File: config.mk
export PLATFORM = sky130hd
export DESIGN_NAME = wake_command_beacon_timer_top
export DESIGN_NICKNAME = d
export VERILOG_FILES = /design/src/design/wcbt_pkg.sv /design/src/design/wcbt_core.sv /design/src/design/wcbt_out_buf.sv /design/src/design/wake_command_beacon_timer_top.sv
export VERILOG_INCLUDE_DIRS = /design/src /design/src/design
export SDC_FILE = /design/constraint.sdc
export NUM_CORES = 1
export LEC_CHECK = 0
export CAP_MARGIN = 0
export CELL_PAD_IN_SITES_DETAIL_PLACEMENT = 1
export CELL_PAD_IN_SITES_GLOBAL_PLACEMENT = 1
export CORE_MARGIN = 5
export CORE_UTILIZATION = 47
export DETAILED_ROUTE_END_ITERATION = 10
export DONT_BUFFER_PORTS = 1
export HOLD_SLACK_MARGIN = 0.15
export PLACE_DENSITY = 0.75
export SYNTH_ARGS = -nofsm -noshare
export SYNTH_HDL_FRONTEND = slang
export SYNTH_HIERARCHICAL = 1
export SYNTH_SLANG_ARGS = --single-unit
File: constraint.sdc
create_clock -name clk -period 10.7 [get_ports clk]
set_input_delay 2.14 -clock clk [delete_from_list [all_inputs] [get_ports clk]]
set_output_delay 2.14 -clock clk [all_outputs]
set_load 0.005 [all_outputs]
File: src/design/wake_command_beacon_timer_top_macros.svh
// Assertion macros for the wake command beacon timer.
// Define ASSERT_OFF to compile the assertions out.
`ifndef WAKE_COMMAND_BEACON_TIMER_TOP_MACROS_SVH
`define WAKE_COMMAND_BEACON_TIMER_TOP_MACROS_SVH
`ifndef ASSERT_OFF
// The consequent must hold in the same cycle as the antecedent.
`define WCBT_ASSERT_IMPLIES(label, clk_sig, rstn_sig, ante, cons) \
    label: assert property (@(posedge clk_sig) disable iff (!rstn_sig) \
        (ante) |-> (cons)) else $error("wcbt assertion failed");
// The consequent must hold in the cycle after the antecedent.
`define WCBT_ASSERT_NEXT(label, clk_sig, rstn_sig, ante, cons) \
    label: assert property (@(posedge clk_sig) disable iff (!rstn_sig) \
        (ante) |=> (cons)) else $error("wcbt assertion failed");
`else
`define WCBT_ASSERT_IMPLIES(label, clk_sig, rstn_sig, ante, cons)
`define WCBT_ASSERT_NEXT(label, clk_sig, rstn_sig, ante, cons)
`endif
`endif

File: src/design/wcbt_pkg.sv
// ----------------------------------------------------------------------------
// wcbt_pkg: shared types and constants
// Item formats, register indexes and command byte values of the wake
// command parser and beacon timer.
// ----------------------------------------------------------------------------
`default_nettype none

package wcbt_pkg;

    // Command bytes of the wake command A5 01 01 5A.
    localparam logic [7:0] HEADER_BYTE = 8'hA5;
    localparam logic [7:0] CMD_BYTE1   = 8'h01;
    localparam logic [7:0] CMD_BYTE2   = 8'h01;
    localparam logic [7:0] TRAILER     = 8'h5A;

    // Register reset values and counter ceiling.
    localparam logic [15:0] DUR_RESET = 16'd15000;
    localparam logic [15:0] INT_RESET = 16'd40;
    localparam logic [15:0] CNT_MAX   = 16'hFFFF;

    // Configuration register indexes.
    localparam int          REG_INDEX_W = 2;
    localparam int          REG_DATA_W  = 16;
    localparam logic [1:0]  REG_WAKE_DURATION   = 2'd0;
    localparam logic [1:0]  REG_BEACON_INTERVAL = 2'd1;

    // Item opcodes.
    localparam logic OP_BYTE = 1'b0;
    localparam logic OP_TICK = 1'b1;

    typedef struct packed {
        logic       op;
        logic [7:0] rx_byte;
    } wcbt_in_t;

    typedef struct packed {
        logic send_beacon;
        logic wake_active;
        logic command_accepted;
        logic command_rejected;
    } wcbt_out_t;

    // Occupancy of the output buffer.
    typedef struct packed {
        logic main_valid;
        logic skid_valid;
    } wcbt_buf_status_t;

endpackage

`default_nettype wire

File: src/design/wcbt_core.sv
// ----------------------------------------------------------------------------
// wcbt_core: command parser and wake window timer
// Holds the parser and timer state and the configuration registers, and
// computes the result of each accepted item in a single pass.
// ----------------------------------------------------------------------------
`default_nettype none

module wcbt_core (
    input  wire logic                            clk,
    input  wire logic                            rst_n,
    input  wire logic                            in_fire,
    input  wire wcbt_pkg::wcbt_in_t              in_item,
    input  wire logic                            wr_en,
    input  wire logic [wcbt_pkg::REG_INDEX_W-1:0] wr_index,
    input  wire logic [wcbt_pkg::REG_DATA_W-1:0]  wr_data,
    output wcbt_pkg::wcbt_out_t                  result
);
    import wcbt_pkg::*;

    logic [15:0] duration_reg;
    logic [15:0] interval_reg;
    logic [1:0]  pos_reg, pos_next;
    logic [7:0]  cmd0_reg, cmd0_next;
    logic [7:0]  cmd1_reg, cmd1_next;
    logic        running_reg, running_next;
    logic [15:0] trig_reg, trig_next;
    logic [15:0] beac_reg, beac_next;
    logic [15:0] trig_inc;
    logic [15:0] beac_inc;

    // Configuration registers.
    always_ff @(posedge clk or negedge rst_n)
    begin
        if (!rst_n)
        begin
            duration_reg <= DUR_RESET;
            interval_reg <= INT_RESET;
        end
        else if (wr_en)
        begin
            if (wr_index == REG_WAKE_DURATION)
                duration_reg <= wr_data;
            else if (wr_index == REG_BEACON_INTERVAL)
                interval_reg <= wr_data;
        end
    end

    // Saturating increments of the tick counters.
    assign trig_inc = (trig_reg == CNT_MAX) ? trig_reg : trig_reg + 16'd1;
    assign beac_inc = (beac_reg == CNT_MAX) ? beac_reg : beac_reg + 16'd1;

    // Next state and result of the current item.
    always_comb
    begin
        pos_next     = pos_reg;
        cmd0_next    = cmd0_reg;
        cmd1_next    = cmd1_reg;
        running_next = running_reg;
        trig_next    = trig_reg;
        beac_next    = beac_reg;
        result       = '0;
        if (in_item.op == OP_BYTE)
        begin
            unique case (pos_reg)
                2'd0:
                begin
                    if (in_item.rx_byte == HEADER_BYTE)
                        pos_next = 2'd1;
                end
                2'd1:
                begin
                    cmd0_next = in_item.rx_byte;
                    pos_next  = 2'd2;
                end
                2'd2:
                begin
                    cmd1_next = in_item.rx_byte;
                    pos_next  = 2'd3;
                end
                default:
                begin
                    pos_next = 2'd0;
                    if (cmd0_reg == CMD_BYTE1 && cmd1_reg == CMD_BYTE2 &&
                        in_item.rx_byte == TRAILER)
                    begin
                        result.command_accepted = 1'b1;
                        running_next = 1'b1;
                        trig_next    = '0;
                        beac_next    = CNT_MAX;
                    end
                    else
                    begin
                        result.command_rejected = 1'b1;
                    end
                end
            endcase
        end
        else if (running_reg)
        begin
            trig_next = trig_inc;
            beac_next = beac_inc;
            if (trig_inc >= duration_reg)
            begin
                running_next = 1'b0;
            end
            else if (beac_inc >= interval_reg)
            begin
                result.send_beacon = 1'b1;
                beac_next = '0;
            end
        end
        result.wake_active = running_next;
    end

    // Control state.
    always_ff @(posedge clk or negedge rst_n)
    begin
        if (!rst_n)
        begin
            pos_reg     <= 2'd0;
            running_reg <= 1'b0;
            trig_reg    <= '0;
            beac_reg    <= '0;
        end
        else if (in_fire)
        begin
            pos_reg     <= pos_next;
            running_reg <= running_next;
            trig_reg    <= trig_next;
            beac_reg    <= beac_next;
        end
    end

    // Command bytes carry no reset; they are written before being compared.
    always_ff @(posedge clk)
    begin
        if (in_fire)
        begin
            cmd0_reg <= cmd0_next;
            cmd1_reg <= cmd1_next;
        end
    end

endmodule

`default_nettype wire

File: src/design/wcbt_out_buf.sv
// ----------------------------------------------------------------------------
// wcbt_out_buf: two-entry output buffer
// Output register with a skid entry, so an item can be accepted in the
// same cycle in which a finished result waits on a stalled output.
// ----------------------------------------------------------------------------
`default_nettype none

module wcbt_out_buf (
    input  wire logic                      clk,
    input  wire logic                      rst_n,
    input  wire logic                      in_fire,
    input  wire wcbt_pkg::wcbt_out_t       in_item,
    output logic                           in_stall,
    output logic                           out_valid,
    input  wire logic                      out_stall,
    output wcbt_pkg::wcbt_out_t            out_item,
    output wcbt_pkg::wcbt_buf_status_t     status
);
    import wcbt_pkg::*;

    logic      main_valid_reg, main_valid_next;
    logic      skid_valid_reg, skid_valid_next;
    wcbt_out_t main_reg, main_next;
    wcbt_out_t skid_reg, skid_next;
    logic      out_take;

    assign out_take = main_valid_reg && !out_stall;

    // Refill the output register from the skid entry first, else from input.
    always_comb
    begin
        main_valid_next = main_valid_reg;
        skid_valid_next = skid_valid_reg;
        main_next       = main_reg;
        skid_next       = skid_reg;
        if (!main_valid_reg || out_take)
        begin
            if (skid_valid_reg)
            begin
                main_next       = skid_reg;
                main_valid_next = 1'b1;
                skid_valid_next = 1'b0;
            end
            else
            begin
                main_next       = in_item;
                main_valid_next = in_fire;
            end
        end
        else if (in_fire)
        begin
            skid_next       = in_item;
            skid_valid_next = 1'b1;
        end
    end

    always_ff @(posedge clk or negedge rst_n)
    begin
        if (!rst_n)
        begin
            main_valid_reg <= 1'b0;
            skid_valid_reg <= 1'b0;
        end
        else
        begin
            main_valid_reg <= main_valid_next;
            skid_valid_reg <= skid_valid_next;
        end
    end

    always_ff @(posedge clk)
    begin
        main_reg <= main_next;
        skid_reg <= skid_next;
    end

    assign in_stall          = skid_valid_reg;
    assign out_valid         = main_valid_reg;
    assign out_item          = main_reg;
    assign status.main_valid = main_valid_reg;
    assign status.skid_valid = skid_valid_reg;

endmodule

`default_nettype wire

File: src/design/wake_command_beacon_timer_top.sv
// A result is registered in the output buffer's main register, or in its skid entry while the output stalls.
// Throughput: one item per cycle while the skid entry is empty; the parser and timer update in a single pass.
// A two-entry output buffer keeps accepting while one result waits on a stall.
// Reset: asynchronous and active low; the parser hunts for a header, the window
// is idle, both counters are zero and the registers hold 15000 and 40.
// ----------------------------------------------------------------------------
// wake_command_beacon_timer_top: wake command parser and beacon timer
// Parses 4-byte serial commands and runs the wake window and beacon
// schedule on millisecond ticks.
// ----------------------------------------------------------------------------
`default_nettype none
`include "wake_command_beacon_timer_top_macros.svh"

module wake_command_beacon_timer_top (
    input  wire logic                             clk,
    input  wire logic                             rst_n,
    input  wire logic                             in_valid,
    output logic                                  in_stall,
    input  wire wcbt_pkg::wcbt_in_t               in_data,
    output logic                                  out_valid,
    input  wire logic                             out_stall,
    output wcbt_pkg::wcbt_out_t                   out_data,
    input  wire logic                             wr_en,
    input  wire logic [wcbt_pkg::REG_INDEX_W-1:0] wr_index,
    input  wire logic [wcbt_pkg::REG_DATA_W-1:0]  wr_data
);
    import wcbt_pkg::*;

    logic             in_fire;
    wcbt_out_t        core_result;
    wcbt_buf_status_t buf_status;

    assign in_fire = in_valid && !in_stall;

    // Parser, timer and configuration registers.
    wcbt_core u_core (
        .clk      (clk),
        .rst_n    (rst_n),
        .in_fire  (in_fire),
        .in_item  (in_data),
        .wr_en    (wr_en),
        .wr_index (wr_index),
        .wr_data  (wr_data),
        .result   (core_result)
    );

    // Output register with skid entry.
    wcbt_out_buf u_out_buf (
        .clk       (clk),
        .rst_n     (rst_n),
        .in_fire   (in_fire),
        .in_item   (core_result),
        .in_stall  (in_stall),
        .out_valid (out_valid),
        .out_stall (out_stall),
        .out_item  (out_data),
        .status    (buf_status)
    );

    // The skid entry is only used behind a full output register.
    `WCBT_ASSERT_IMPLIES(a_skid_behind_main, clk, rst_n, buf_status.skid_valid, buf_status.main_valid)
    // A result never both accepts and rejects a command.
    `WCBT_ASSERT_IMPLIES(a_flags_exclusive, clk, rst_n, out_valid, !(out_data.command_accepted && out_data.command_rejected))
    // Beacons and accepted commands happen only with the window running.
    `WCBT_ASSERT_IMPLIES(a_active_on_event, clk, rst_n, out_valid && (out_data.send_beacon || out_data.command_accepted), out_data.wake_active)
    // A stalled result stays on the output in the next cycle.
    `WCBT_ASSERT_NEXT(a_stalled_result_held, clk, rst_n, out_valid && out_stall, out_valid)

endmodule

`default_nettype wire

# After elaboration in Yosys (flattened, before gate mapping)

Index checks and enable logic that the tools add are counted.

Register bits: 93
Output and inout port bits: 6
Word-level logic and storage cells: 88

$add $sub $neg: 2
Magnitude comparators: 2
Equality and inequality tests: 12
Muxes and demuxes: 31
Bitwise operators: 3
Reductions and logical operators: 20

Operator list:

| cell                  | number |
|---|---|
| $mux 16               | 12 |
| $add 16x1->16 const B | 2 |
| $eq 16x16->1 const B  | 2 |
| $ge 16x16->1          | 2 |
| $eq 8x1->1 const B    | 2 |
| $mux 1                | 14 |
| $reduce_and 3->1      | 4 |
| $eq 8x7->1 const B    | 1 |
| $eq 8x8->1 const B    | 1 |
| $mux 2                | 3 |
| $ne 2x1->1 const B    | 3 |
| $pmux 2 s3            | 1 |
| $eq 2x1->1 const B    | 2 |
| $logic_and 1x1->1     | 4 |
| $logic_not 2->1       | 2 |
| $mux 4                | 1 |
| $reduce_and 2->1      | 2 |
| $reduce_and 4->1      | 1 |
| $reduce_bool 2->1     | 2 |
| $logic_not 1->1       | 3 |
| $not 1->1             | 3 |
| $reduce_or 3->1       | 1 |
| $eq 2x2->1 const B    | 1 |
| $logic_or 1x1->1      | 1 |

# Logic depth before layout (Yosys ltp)

Word-level depth: 8
Mapped depth: 15
Depth with buffers taken out: 14

# Hierarchy

Netlist, hierarchy kept.

By module, submodules not included:

| module                        | times used | cells each | area an instance (sq um) |
|---|---|---|---|
| wcbt_core                     | 1          | 465        | 4,860.9 |
| wcbt_out_buf                  | 1          | 20         | 379.1 |
| wake_command_beacon_timer_top | 1          | 1          | 13.8 |

# Least setup slack after synthesis

Ideal clock, no wire load.

Path type: input to register
Start point: input in_data[0] in the netlist's numbering
End point: register u_core.trig_reg[11]
Library setup time: 132 ps
Arrival: 3,427 ps
Required time: 10,568 ps
Setup slack: 7,141 ps
Cell stages on the path: 7
Cells stage by stage: nor4b_1 -> nand4_1 -> nor3_2 -> a21oi_2 -> buf_2 -> o21ai_0 -> o31ai_1

Word-level cells in the longest chain between the ends: 4

Ends and longest elaborated chain:

| what                               | line                                | RTL |
|---|---|---|
| start, declared                    | wake_command_beacon_timer_top.sv:19 | `input wire wcbt_pkg::wcbt_in_t in_data,` |
| $eq 8x7->1                         | wcbt_core.sv:84                     | `in_item.rx_byte == TRAILER)` |
| $logic_and 1x1->1                  | wcbt_core.sv:83                     | `if (cmd0_reg == CMD_BYTE1 && cmd1_reg == CMD_BYTE2 &&` |
| $reduce_bool 2->1 (no source line) | -                                   |  |
| $reduce_and 4->1 (no source line)  | -                                   |  |
| end signal, assigned               | wcbt_core.sv:129                    | `trig_reg <= trig_next;` |
| end, declared                      | wcbt_core.sv:26                     | `logic [15:0] trig_reg, trig_next;` |

No other way between the ends.
A chain may end at the register's enable or synchronous reset.

# Final worst setup path

Start point: input in_valid
End point: register u_core.beac_reg[9]

Word-level cells in the longest chain between the ends: 2

Ends and longest elaborated chain:

| what                              | line                                | RTL |
|---|---|---|
| start, declared                   | wake_command_beacon_timer_top.sv:17 | `input wire logic in_valid,` |
| $logic_and 1x1->1                 | wake_command_beacon_timer_top.sv:33 | `assign in_fire = in_valid && !in_stall;` |
| $reduce_and 4->1 (no source line) | -                                   |  |
| end signal, assigned              | wcbt_core.sv:130                    | `beac_reg <= beac_next;` |
| end, declared                     | wcbt_core.sv:27                     | `logic [15:0] beac_reg, beac_next;` |

No other way between the ends.

==> reports/results.tsv <==
stage	metric	value	unit
die	Core ar.	10900	sq um
detailed_routing	number of remaining DRC errors	0	
clock_network	total CTS buffers	9	
synth	Post-Syn Nets	554	
timing	Slew @ Worst Pin	1.12	ns
worst_setup_path	slowest CP cell	nand2_1	
clock_network	# hold bufs at CTS	0	
finish	register area	2460	sq um
finish	nets	550	
global_route	initial antenna violation count	0	
clock_network	CTS tree	yes	
timing	# setup viols final	0	
worst_setup_path	CP required	11.02	ns
synth	syn avg cell area	10.8	sq um
finish	fin util	50.8	%
detailed_routing	via count	3771	
worst_setup_path	worst path arrival time	4.40	ns
clock_network	# Post-CTS Setup Buffers	0	
timing	relative slew slack	25.3	%
power	IR drop worst, VDD	0.100	mV
timing	setup_tns	0	ns
global_route	vias in the first global route	4061	
clock_network	Clk Latency, worst-skew pair	0.38	ns
worst_setup_path	kind of cell adding the most delay to the critical path	simple AND/OR/NAND/NOR gates	
worst_setup_path	WS Path Type	in -> reg	
die	IO Pins	38	
detailed_routing	post-route ant nets	0	
placed_design	HPWL Detailed	9.24	mm
die	Die Y	116	microns
die	starting density of the core	48.1	%
detailed_routing	DRT Wirelength	12.7	mm
power	Lkg Pwr	2.49	nW
worst_setup_path	crit-path max FO	24	
placed_design	Final GP Congestion	0.763	
die	chip width	116	microns
die	num rows	38	
run_status	run status	finished, final reports clean	
timing	FMAX	245	MHz
global_route	largest net degree at the start of global routing	70	
finish	synthesis-to-layout area growth	5.52	%
clock_network	Clock transition at path regs	0.10	ns
worst_setup_path	startpoint types	primary input	
finish	multi-input logic area	2560	sq um
detailed_routing	Vias per Instance	6.03	
finish	n_diodes	0	
global_route	overall routing resource usage	20.6	%
clock_network	CTS Sinks	93	
placed_design	port buffer count	0	
detailed_routing	First-pass DRT Iterations	4	
clock_network	# resized after CTS	0	
power	PD cells	142	nW/um^2
global_route	gr ovfl total	0	
synth	Yosys warnings	6	
timing	final period utilization	38.1	%
detailed_routing	WL/cell	20.4	microns
finish	layout cells sized above 1	16.3	%
timing	max-slew violations	0	
worst_setup_path	Crit path buffers/inverters	0	
timing	post-route minimum period	4.08	ns
flow_run	max cap viols	0	
timing	RSZ-0062 raised after global routing	no	
clock_network	Root Driver	clkbuf_8	
synth	synthesized area	5240	sq um
detailed_routing	Iter 0 DRT Violations	146	
finish	fill count	1182	
worst_setup_path	max incr delay on CP	0.87	ns
die	Die Area	13400	sq um
worst_setup_path	Setup crit end kind	flop	
clock_network	Max Root-Sink Buffers	2	
global_route	first-pass GRT wire length	21.3	mm
synth	Synth Instances	484	
timing	worst hold slack	0.515	ns
worst_hold_path	type of the most critical hold path	reg -> reg	
timing	Final Hold Viols	0	
clock_network	H-Tree Depth	3	
worst_setup_path	Cell Chain, Critical Path	nor2b_4, nand3_1, nand2_1, o221a_2	
timing	skew final	0.0143	ns
cell usage in the layout, fill, tap and decap left out, types with 6 or more instances in the layout:
master and instances:
nand4_1 12, a21oi_1 17, edfxtp_1 24, a22o_1 7, xnor2_1 8, nand2_1 39, mux2_2 25, a31oi_1 6
and4_1 9, dfrtp_1 60, o221a_2 10, nand3_1 24, ha_1 38, nor2_1 23, clkbuf_8 9, inv_1 39
dfstp_2 9, o21ai_0 35, and3_1 10
worst reg2reg max path, delay by kind of cell (launching register included):
| family | cells | cell delay (ns) |
|---|---|---|
| DFF | 1 | 0.46 |
| adders and majority gates | 2 | 0.52 |
| AOI/OAI and AO/OA | 3 | 0.96 |
| and+or+nand+nor | 6 | 1.32 |
| muxes | 1 | 0.27 |
| xor gates and xnor gates | 1 | 0.20 |
per-layer routing:
layer  part of all wire, %  global-route usage [%]
met1                    46                    26.7
met5                     0                       0
met2                    48                    34.3
met4                   2.0                    7.36
met3                   4.0                    4.28
report_power, final:
group / leakage (nW) / switching [W] / total, W / internal [W]
Sequential: 1.10 / 0.0000261 / 0.000436 / 0.000410
Combinational: 1.31 / 0.0000716 / 0.000129 / 0.0000577
Clock: 0.0837 / 0.000135 / 0.000220 / 0.0000853
Total: 2.49 / 0.000232 / 0.000785 / 0.000553
per-stage QoR:
| step | power [W] | worst slack, ns | cell area (sq um) | instances |
|---|---|---|---|---|
| 2_1_floorplan | 0.000533 | 7.14 | 5240 | 484 |
| 3_3_place_gp | 0.000562 | 6.36 | 5350 | 609 |
| 3_5_place_dp | 0.000574 | 6.31 | 5350 | 609 |
| 4_1_cts | 0.000793 | 6.69 | 5530 | 625 |
| 5_1_grt | 0.000830 | 6.38 | 5530 | 625 |
| 6_report | 0.000785 | 6.62 | 5530 | 625 |
area by class of cell:
type | count | share of cell area (%)
Timing Repair Buffer | 2 | 0.272
Clock inverter | 7 | 0.905
Sequential cell | 93 | 44.5
Inverter | 39 | 2.65
Multi-Input combinational cell | 335 | 46.3
Clock buffer | 9 | 2.24
Tap cell | 140 | 3.17
path summary, 6_finish.rpt:
check / start / cells past startpoint / endpoint / slack, ns
hold reg to reg: u_core/interval_reg[15] / 1 / u_core/interval_reg[15] / 0.51
hold / removal: u_core/interval_reg[15] / 1 / u_core/interval_reg[15] / 0.51
min in group asynchronous: rst_n / 0 / u_core/interval_reg[7] / 1.45
setup reg to reg: u_core/beac_reg[0] / 13 / u_out_buf/out_item[3] / 6.72
max in group asynchronous: rst_n / 0 / u_core/duration_reg[9] / 9.03
setup / recovery: in_valid / 4 / u_core/beac_reg[9] / 6.62
No activity file was read; power rests on OpenSTA's default activity.
